<file path="config.mk">
export PLATFORM = sky130hd
export DESIGN_NAME = brush_pattern_plotter
export DESIGN_NICKNAME = d
export VERILOG_FILES = /design/src/design/bpp_pkg.sv /design/src/design/bpp_item_load.sv /design/src/design/bpp_row_mask.sv /design/src/design/brush_pattern_plotter.sv
export VERILOG_INCLUDE_DIRS = /design/src /design/src/design
export SDC_FILE = /design/constraint.sdc
export NUM_CORES = 1
export LEC_CHECK = 0
export BUFFER_PORTS_ARGS = -buffer_cell sky130_fd_sc_hd__buf_2
export CORE_AREA = 2 2 247 249
export CTS_CLUSTER_DIAMETER = 120
export DETAILED_ROUTE_END_ITERATION = 12
export DIE_AREA = 0 0 249 251
export PLACE_DENSITY = 0.42
export SYNTH_ARGS = -nofsm -noshare
export SYNTH_HDL_FRONTEND = slang
export SYNTH_HIERARCHICAL = 1
export SYNTH_SLANG_ARGS = --single-unit
</file>
<file path="constraint.sdc">
create_clock -name clock -period 23 [get_ports clock]
set_clock_uncertainty 0.2 [all_clocks]
set_input_delay 3.45 -clock clock [delete_from_list [all_inputs] [get_ports clock]]
set_output_delay 3.45 -clock clock [all_outputs]
set_load 0.02 [all_outputs]
</file>
<file path="src/design/brush_pattern_plotter_macros.svh">
// Assertion macros for the brush pattern plotter top level.
`ifndef BRUSH_PATTERN_PLOTTER_MACROS_SVH
`define BRUSH_PATTERN_PLOTTER_MACROS_SVH

// The consequent must hold in the same cycle as the antecedent.
`define BPP_ASSERT_IMPLIES(label, clk, rst, ante, cons) \
   label: assert property (@(posedge clk) disable iff (rst) (ante) |-> (cons)) \
      else $error("brush pattern plotter: same-cycle check failed");

// The consequent must hold in the cycle after the antecedent.
`define BPP_ASSERT_NEXT(label, clk, rst, ante, cons) \
   label: assert property (@(posedge clk) disable iff (rst) (ante) |=> (cons)) \
      else $error("brush pattern plotter: next-cycle check failed");

`endif

</file>
<file path="src/design/bpp_pkg.sv">
// Package with the types, screen constants and pattern tables of the brush plotter.
package bpp_pkg;

   localparam int unsigned SCREEN_WIDTH  = 160;
   localparam int unsigned SCREEN_HEIGHT = 168;

   localparam int unsigned CODE_SQUARE_BIT = 4;
   localparam int unsigned CODE_SPLAT_BIT  = 5;

   localparam logic [8:0] SCREEN_WIDTH_W  = 9'(SCREEN_WIDTH);
   localparam logic [8:0] SCREEN_HEIGHT_W = 9'(SCREEN_HEIGHT);
   localparam logic [8:0] NOISE_WRAP      = 9'd255;
   localparam logic [6:0] CIRCLE_LAST_BIT = 7'd119;

   typedef struct packed {
      logic [7:0] x_coord;
      logic [7:0] y_coord;
      logic [7:0] splatter_byte;
   } req_type;

   typedef struct packed {
      logic [7:0] row_y;
      logic [7:0] row_x_start;
      logic [7:0] pixel_mask;
      logic       last_row;
   } rsp_type;

   typedef struct packed {
      logic [7:0] top;
      logic [7:0] x_start;
      logic [2:0] pen_size;
      logic       square;
      logic       splat;
      logic [7:0] noise_pos;
   } plot_ctx_type;

   // Circle bitmaps, one 120-bit word per pen size, point n at bit 119 - n.
   localparam logic [7:0][119:0] CIRCLE_BITS = {
      120'h183c7e7e7effffffffff7e7e7e3c18,
      {96'h38f9f3effffffffef9f3e380, 24'h0},
      {72'h31e79effffde79e300, 48'h0},
      {48'h23bfffffee20, 72'h0},
      {32'h66fff660, 88'h0},
      {16'h5ff4, 104'h0},
      {8'hfc, 112'h0},
      {8'h80, 112'h0}
   };

   // Noise map, position q at bit 255 - q.
   localparam logic [255:0] NOISE_MAP = {
      64'h209402249082a4a2, 64'h82090a2212104214,
      64'h914a911108122510, 64'h22a8142400502404
   };

   // Walk start positions, pattern index i at bits 1023 - 8i down to 1016 - 8i.
   localparam logic [1023:0] NOISE_START = {
      64'h001830c4dc65eb48, 64'h60bd89050af47d7d,
      64'h85b08e951f220ddf, 64'h2a78d5731cb440a1,
      64'hb93cca589234ccce, 64'hd742900f8b7f32ed,
      64'h5c9dc899ad4e56a6, 64'hf768b72582373a51,
      64'h692638529e9a4fa7, 64'h431080ee3d5935cf,
      64'h7974b5a2b19623e0, 64'hbe05f56e19c56649,
      64'hf0d154a9704ba4e2, 64'he6e5abe4d2aa4ce3,
      64'h066fc64aa47597e1, 64'h0000000000000000
   };

   function automatic logic [7:0] noise_start_pos(input logic [6:0] idx);
      logic [9:0] base;
      base = {3'd0, 7'(7'd127 - idx)} << 3;
      return NOISE_START[base +: 8];
   endfunction

endpackage

</file>
<file path="src/design/bpp_item_load.sv">
// Clamps the brush centre and derives the plot context of one accepted beat.
module bpp_item_load
   import bpp_pkg::*;
(
   input  req_type      req,
   input  logic [5:0]   brush_code,
   output plot_ctx_type ctx
);

   logic [2:0] pen;
   logic [8:0] x_lo;
   logic [8:0] x_hi;
   logic [8:0] y_lim;
   logic [8:0] x_w;
   logic [8:0] y_w;
   logic [8:0] x_clamped;
   logic [8:0] y_clamped;

   always_comb begin
      pen   = brush_code[2:0];
      x_lo  = 9'(pen >> 1) + 9'd1;
      x_hi  = SCREEN_WIDTH_W - x_lo;
      y_lim = SCREEN_HEIGHT_W - 9'(pen);
      x_w   = {1'b0, req.x_coord};
      y_w   = {1'b0, req.y_coord};

      if (x_w < x_lo) begin
         x_clamped = x_lo;
      end else if (x_w > x_hi) begin
         x_clamped = x_hi;
      end else begin
         x_clamped = x_w;
      end

      if (y_w < 9'(pen)) begin
         y_clamped = 9'(pen);
      end else if (y_w >= y_lim) begin
         y_clamped = y_lim - 9'd1;
      end else begin
         y_clamped = y_w;
      end

      ctx.top       = 8'(y_clamped - 9'(pen));
      ctx.x_start   = 8'(x_clamped - (9'(pen) + 9'd1) / 2);
      ctx.pen_size  = pen;
      ctx.square    = brush_code[CODE_SQUARE_BIT];
      ctx.splat     = brush_code[CODE_SPLAT_BIT];
      ctx.noise_pos = noise_start_pos(req.splatter_byte[7:1]);
   end

endmodule

</file>
<file path="src/design/bpp_row_mask.sv">
// Builds the pixel mask of one brush row and the noise position after it.
module bpp_row_mask
   import bpp_pkg::*;
(
   input  logic [2:0] pen_size,
   input  logic       square,
   input  logic       splat,
   input  logic [6:0] circle_pos,
   input  logic [7:0] noise_pos,
   output logic [7:0] pixel_mask,
   output logic [7:0] noise_pos_next
);

   logic [7:0] point;
   logic [3:0] count;
   logic [8:0] q;
   logic       in_shape;

   always_comb begin
      count      = 4'd0;
      pixel_mask = 8'd0;
      for (int c = 0; c < 8; c++) begin
         point    = {1'b0, circle_pos} + 8'(c);
         in_shape = (3'(c) <= pen_size) && (c <= 7) &&
                    (square || ((point <= {1'b0, CIRCLE_LAST_BIT}) &&
                                CIRCLE_BITS[pen_size][7'(CIRCLE_LAST_BIT - 7'(point))]));
         if (in_shape && splat) begin
            q = {1'b0, noise_pos} + 9'(count);
            if (q >= NOISE_WRAP) begin
               q = q - NOISE_WRAP;
            end
            pixel_mask[c] = NOISE_MAP[8'(NOISE_WRAP - q)];
            count = count + 4'd1;
         end else begin
            pixel_mask[c] = in_shape;
         end
      end
      q = {1'b0, noise_pos} + 9'(count);
      if (q >= NOISE_WRAP) begin
         q = q - NOISE_WRAP;
      end
      noise_pos_next = 8'(q);
   end

endmodule

</file>
<file path="src/design/brush_pattern_plotter.sv">
// Top level of the brush pattern plotter: row sequencer and result register.
//
// A brush plot is offered on req_data with start; it is taken at a clock edge
// where start is high and busy is low. The brush code is written through csr_we
// and csr_wdata while the block is idle, and applies to the plots that follow.
// Each plot gives 2p+1 result beats, p being the pen size, top row first; each
// beat sits on rsp_data for one cycle with rsp_valid high, and the final row of
// a plot carries last_row. The first row is formed from the plot context that
// is registered at acceptance and reaches rsp_data via the result register.
// The row sequencer makes one row per cycle. busy falls in the cycle the final
// row is being formed, so the next plot is taken then and its rows follow
// without a gap. The receiver cannot hold results off; no beat is ever
// delayed or dropped. Reset clears the brush code to zero, abandons any
// plot in progress and leaves no pending result.
module brush_pattern_plotter
   import bpp_pkg::*;
(
   input  logic       clock,
   input  logic       reset,
   input  logic       start,
   output logic       busy,
   input  req_type    req_data,
   output logic       rsp_valid,
   output rsp_type    rsp_data,
   input  logic       csr_we,
   input  logic [5:0] csr_wdata
);

`include "brush_pattern_plotter_macros.svh"

   logic [5:0]   code_ff;
   logic         active_ff;
   logic         active_in;
   logic [3:0]   row_ff;
   logic [3:0]   row_in;
   logic [6:0]   cpos_ff;
   logic [6:0]   cpos_in;
   logic [7:0]   pos_ff;
   logic [7:0]   pos_in;
   plot_ctx_type ctx_ff;
   plot_ctx_type ctx_in;
   plot_ctx_type load_ctx;
   logic         rsp_valid_ff;
   rsp_type      rsp_ff;
   rsp_type      rsp_in;
   logic         last_row;
   logic         accept;
   logic [7:0]   row_mask;
   logic [7:0]   pos_next;

   bpp_item_load u_load (
      .req        (req_data),
      .brush_code (code_ff),
      .ctx        (load_ctx)
   );

   bpp_row_mask u_mask (
      .pen_size       (ctx_ff.pen_size),
      .square         (ctx_ff.square),
      .splat          (ctx_ff.splat),
      .circle_pos     (cpos_ff),
      .noise_pos      (pos_ff),
      .pixel_mask     (row_mask),
      .noise_pos_next (pos_next)
   );

   always_comb begin
      last_row = (row_ff == {ctx_ff.pen_size, 1'b0});
      busy     = active_ff && !last_row;
      accept   = start && !busy;

      active_in = active_ff;
      row_in    = row_ff;
      cpos_in   = cpos_ff;
      pos_in    = pos_ff;
      ctx_in    = ctx_ff;
      if (accept) begin
         active_in = 1'b1;
         row_in    = 4'd0;
         cpos_in   = 7'd0;
         pos_in    = load_ctx.noise_pos;
         ctx_in    = load_ctx;
      end else if (active_ff) begin
         active_in = !last_row;
         row_in    = row_ff + 4'd1;
         cpos_in   = cpos_ff + 7'(ctx_ff.pen_size) + 7'd1;
         pos_in    = pos_next;
      end

      rsp_in.row_y       = ctx_ff.top + 8'(row_ff);
      rsp_in.row_x_start = ctx_ff.x_start;
      rsp_in.pixel_mask  = row_mask;
      rsp_in.last_row    = last_row;
   end

   always_ff @(posedge clock) begin
      if (reset) begin
         code_ff      <= 6'd0;
         active_ff    <= 1'b0;
         rsp_valid_ff <= 1'b0;
      end else begin
         if (csr_we) begin
            code_ff <= csr_wdata;
         end
         active_ff    <= active_in;
         rsp_valid_ff <= active_ff;
      end
      row_ff  <= row_in;
      cpos_ff <= cpos_in;
      pos_ff  <= pos_in;
      ctx_ff  <= ctx_in;
      rsp_ff  <= rsp_in;
   end

   assign rsp_valid = rsp_valid_ff;
   assign rsp_data  = rsp_ff;

   `BPP_ASSERT_NEXT(a_rows_contiguous, clock, reset, rsp_valid && !rsp_data.last_row, rsp_valid)
   `BPP_ASSERT_NEXT(a_row_y_steps, clock, reset, rsp_valid && !rsp_data.last_row, rsp_data.row_y == $past(rsp_data.row_y) + 8'd1)
   `BPP_ASSERT_NEXT(a_x_start_held, clock, reset, rsp_valid && !rsp_data.last_row, $stable(rsp_data.row_x_start))

endmodule

</file>
# Word-level counts from Yosys, hierarchy flattened
# Memories as Yosys holds them, arrays and structs flattened. A register that Yosys moved wholly into a read port is not among the register bits.
# Index checks and enable logic that the tools add are counted.
# totals
mem_count,9
output_inout_bits,27
romBits,3008
wordCells,235
ramBits,0
inputBits,34
latch_bits,0
register_bits,73
# memory_table
memory,depth,word_bits,read_ports,rd_ports_with_merged_regs,wr,line_no,text
(name not given),8,120,1,1,0,bpp_row_mask.sv:26,CIRCLE_BITS[pen_size][7'(CIRCLE_LAST_BIT - 7'(point))]));
(name not given),256,1,1,0,0,bpp_row_mask.sv:32,pixel_mask[c] = NOISE_MAP[8'(NOISE_WRAP - q)];
(name not given),256,1,1,0,0,bpp_row_mask.sv:32,
(name not given),256,1,1,0,0,bpp_row_mask.sv:32,
(name not given),256,1,1,0,0,bpp_row_mask.sv:32,
(name not given),256,1,1,0,0,bpp_row_mask.sv:32,
3 more memories,-,-,-,-,-,-,
# op_classes
div,0
n_reduce_logical,37
shift,1
magnitude_cmp,46
n_mul,0
mux,67
bitwise_logic,0
n_addsub,59
eq_ne,1
# op_table
op,count
indexed part select 1024 x 11 -> 8 bit (first input constant),1
2-to-1 mux 8 bit,23
2-to-1 mux 120 bit,1
greater-or-equal comparator 9 x 8 -> 1 bit (second input constant),8
< comparator 8 x 9 -> 1 bit (second input constant),8
subtractor 8 bit (second input constant),9
< comparator 7 x 8 -> 1 bit (second input constant),8
subtractor 8 bit (first input constant),8
adder 8 x 4 -> 9 bit,7
subtractor 7 bit (first input constant),9
binary-select mux 1 bit (select 7 bit),8
less-or-equal comparator 8 x 7 -> 1 bit (second input constant),7
adder 4 x 1 -> 4 bit (second input constant),8
adder 7 x 3 -> 8 bit (second input constant),4
2-to-1 mux 4 bit,7
2-to-1 mux 1 bit,27
logical AND 1 bit,26
subtractor 8 x 3 -> 9 bit (first input constant),2
adder 7 x 2 -> 8 bit (second input constant),2
less-or-equal comparator 3 bit (first input constant),4
adder 8 x 1 -> 9 bit,1
greater-or-equal comparator 8 x 9 -> 1 bit,1
greater-than comparator 8 x 9 -> 1 bit,1
< comparator 8 x 9 -> 1 bit,1
other kinds (20),30

# Longest topological paths before layout
# logic_depth
ltp_word,29
depth_mapped,49

# Cells and area by module
# Netlist, hierarchy kept.
# modules_own_cells
mod,cells_each,area_per_inst_um2,instances,seq_area_each_um2
bpp_row_mask,1921,12799.8,1,0.0
bpp_item_load,465,3076.7,1,0.0
brush_pattern_plotter,179,2573.7,1,1751.7

# Worst setup path after synthesis
# Ideal clock, no wire load.
# synth_timing
path_kind,reg-to-reg
startpoint,reg cpos_ff[0]
endpoint,"reg rsp_ff, in the netlist rsp_data[8]"
stages_incl_launch_ff,48
required_ns,22.669
period_less_slack_ns,10.346
slack_ns,12.654
arrival_ns,10.015
setup_time_ns,0.131
n_path_buf,5
cell_sequence,dfxtp_1 buf_6 inv_1 buf_1 buf_1 ha_1 buf_2 nor2b_1 clkbuf_1 mux2_1 mux4_2 a22oi_1 nor3b_1 o41a_1 nand2_1 ha_1 nand2b_1 o221ai_1 [... 12 more ...] a21oi_1 ha_1 a21o_1 a21o_1 a2111oi_0 o21ai_0 a21oi_1 a21oi_1 xnor2_1 inv_1 ha_1 nand2_1 a21boi_0 a21oi_1 a211oi_1 a21o_1 a41o_1 a21oi_1
# synth_via
elab_chain_cells,28
elab_cells_between_ends,93
classes_between,add/sub: 24; order compare: 9; mux: 27; reduce/logical: 32; memory: 1
# synth_rtl
element,line_no,text
start: declaration,brush_pattern_plotter.sv:36,logic [6:0] cpos_ff;
start signal: assignment,brush_pattern_plotter.sv:109,cpos_ff <= cpos_in;
subtractor 7 bit,bpp_row_mask.sv:26,
binary-select mux 1 bit (select 7 bit),bpp_row_mask.sv:26,
2-to-1 mux 1 bit (implied by the code),bpp_row_mask.sv:26,
logical AND 1 bit,bpp_row_mask.sv:25,"(square || ((point <= {1'b0, CIRCLE_LAST_BIT}) &&"
logical OR 1 bit,bpp_row_mask.sv:25,
logical AND 1 bit,bpp_row_mask.sv:24,in_shape = (3'(c) <= pen_size) && (c <= 7) &&
logical AND 1 bit,bpp_row_mask.sv:27,if (in_shape && splat) begin
2-to-1 mux 1 bit,bpp_row_mask.sv:27,
[... 13 more ...],-,
subtractor 8 bit or greater-or-equal comparator 9 x 8 -> 1 bit (tied branches),"bpp_row_mask.sv:30, bpp_row_mask.sv:29",
2-to-1 mux 8 bit,bpp_row_mask.sv:29,if (q >= NOISE_WRAP) begin
2-to-1 mux 8 bit,bpp_row_mask.sv:27,
subtractor 8 bit,bpp_row_mask.sv:32,
memory (256 x 1 bit),-,
2-to-1 mux 1 bit (implied by the code),bpp_row_mask.sv:32,
2-to-1 mux 1 bit *,bpp_row_mask.sv:27,
via row_mask[7],brush_pattern_plotter.sv:48,logic [7:0] row_mask;
end signal: assignment,brush_pattern_plotter.sv:112,rsp_ff <= rsp_in;
end: declaration,brush_pattern_plotter.sv:44,rsp_type rsp_ff;
# The timed path passes the listed nets; every way through them passes the cells marked *. The select of a mux whose other input is x is not followed.
# A chain may end at the register's enable or synchronous reset.

# Final worst setup path
# layout_timing
startpoint,reg cpos_ff[1]
endpoint,"reg rsp_ff, in the netlist rsp_data[8]"
# Same word-level chain as after synthesis.

==> impl_results.md <==
- Max Clock Freq: 0.0782 GHz
- Final Non-Filler Cells: 3268
- Internal power: 1.34 mW
- RSZ-0062 raised after global routing: false
- Post-Syn Area per Cell: 7.19 um^2
- Logic pwr share: 89.5%
- Drt pass-1 iters: 5
- IO Port Bufs: 58
- Syn_nets: 2754
- Iteration-0 DRC Markers: 1681
- Worst Setup End Kind: flop
- Via count: 19317
- DRC: 0
- Worst-Margin Slew: 1050 ps
- Max stage delay on crit path: 630 ps
- Outcome: finished, final reports clean
- Period utilisation layout: 55.6%
- Post-CTS sizing: 0
- Die area: 62500 um^2
- Initial antenna violation count: 0
- Min-Delay Path Class: reg2reg
- Antenna-violating nets left: 0
- CTS buffer count: 9
- Pre-CTS WS: 10280 ps
- H-tree depth: 3
- Max-slew violations: 0
- DR vias/cell: 5.91
- Reg area: 1730 um^2
- Share of cells above drive strength 1: 9.46%
- Worst Setup Path Type: reg2reg
- Endpoints failing setup: 0
- GR Overflow Total: 0
- Final worst slack: 10210 ps
- Global-route wire length before repair: 104000 um
- Starting Density: 30.8%
- CTS Sinks: 72
- Setup repair bufs after CTS: 0
- Hold-fix buffers at CTS: 0
- Row count: 90
- Largest net degree at the start of global routing: 76
- CP Max Fanout: 63
- WL per Instance: 20.5 um
- Tmin final: 12790 ps
- CP startpoint kind: flop
- Crit path DAT: 12860 ps
- Net Switching: 1.94 mW
- Gr usage total: 20.6%
- Clk buf depth: 2
- Mapped Area: 18400 um^2
- Nets: 2672
- Max-cap violation count: 0
- Core area: 59800 um^2
- CTS tree: built
- Filler cells: 6395
- Post-detail-place hpwl: 48400 um
- Clk_lat worst skew: 370 ps
- Final hold vios: 0
- Detailed Route WL: 66900 um
- Die height: 251 um
- Crit-path most repeated cell: ha_1
- Placer Congestion: 0.856
- Clock slew at reported path FFs: 80 ps
- Area of the multi-input gates: 15300 um^2
- Pleak: 7.51 nW
- Required time worst endpoint: 23070 ps
- Die X: 249 um
- Synth Instances: 2562
- Fin Setup TNS: 0 ps
- Worst VDD drop: 0.0927 mV
- Clk pwr share: 4.7%
- Slew headroom: 29.8%
- Slowest cell on crit path: nor2b_1
- Cell Count Post-Placement: 3251
- Sw Share: 59.0%
- Synth warnings: 6
- Power Density: 169 nW/um^2
- Number of global-route vias before repair: 17924
- Clk root buf: clkbuf_16
- Area grow syn2layout: 5.23%
- Flop pwr share: 5.8%
- Num ports: 61
==> per-stage QoR <==
step	power, mW	util [%]	instance area, um^2	hold slack (ps)
final	3.28	32.4	19400	133
after global routing	3.61	32.4	19400	153
after CTS	3.25	32.4	19400	136
after detailed placement	3.08	31.9	19100	129
after global placement	3.06	31.9	19100	124
after floorplan	2.40	-	18400	123
==> per-layer routing <==
metal	part of all wire, %	track usage, %
met5	0	0
met2	45	33.4
met3	5.9	2.96
met4	2.0	4.42
met1	47	29.0
==> flip-flops by register name, indices dropped and copies added, names as in the netlist <==
| name | flops |
|---|---|
| row_ff | 4 |
| active_ff | 1 |
| cpos_ff | 7 |
| code_ff | 5 |
| rsp_data | 25 |
| rsp_valid | 1 |
| pos_ff | 8 |
| ctx_ff | 21 |
==> final cells by class <==
type	instances	share of cell area [%]
multi-input cells	2166	78.8
flip-flops and latches	72	8.95
well taps	782	5.05
repair buffers	96	2.97
inverters	135	2.61
clock buffers	11	1.36
clock inverters	5	0.213
diodes	1	0.0129
==> critical path, delay by kind of cell, from the launching register on <==
| kind | cells | cell delay (ps) |
|---|---|---|
| XOR/XNOR | 1 | 570 |
| adder cells (fa/ha/maj) | 8 | 2700 |
| AND/OR/NAND/NOR | 8 | 1830 |
| multiplexers | 5 | 1600 |
| AO/OA/AOI/OAI | 14 | 3750 |
| flip-flops | 1 | 320 |
| buffers and inverters | 6 | 1630 |
==> final timing paths <==
path                      startpoint                    to  slack (ps)  depth (start not counted)
min reg2reg     ctx_ff[15]$_DFFE_PN_  rsp_data[11]$_DFF_P_         130                          0
max          cpos_ff[1]$_SDFFE_PN0P_   rsp_data[8]$_DFF_P_       10210                         42
min             ctx_ff[15]$_DFFE_PN_  rsp_data[11]$_DFF_P_         130                          0
max reg2reg  cpos_ff[1]$_SDFFE_PN0P_   rsp_data[8]$_DFF_P_       10210                         42
==> power groups by stage <==
stage / Clock [mW] / Sequential (mW) / Combinational, mW
global placement: 0 / 0.192 / 2.87
finish: 0.153 / 0.190 / 2.93
detailed placement: 0 / 0.193 / 2.89
floorplan: 0 / 0.206 / 2.20
global route: 0.162 / 0.195 / 3.26
CTS: 0.157 / 0.191 / 2.91
==> layout by cell type (no fill, tap or decap), types with 58 or more instances in the layout <==
cell type and n:
ha_1 146, nor2_1 237, inv_1 120, a21oi_1 182, buf_2 58, nand2_1 253
o21ai_0 174, mux2i_1 73, nand3_1 85, xnor2_1 106
Note: power is estimated with default switching activity, not from simulation.
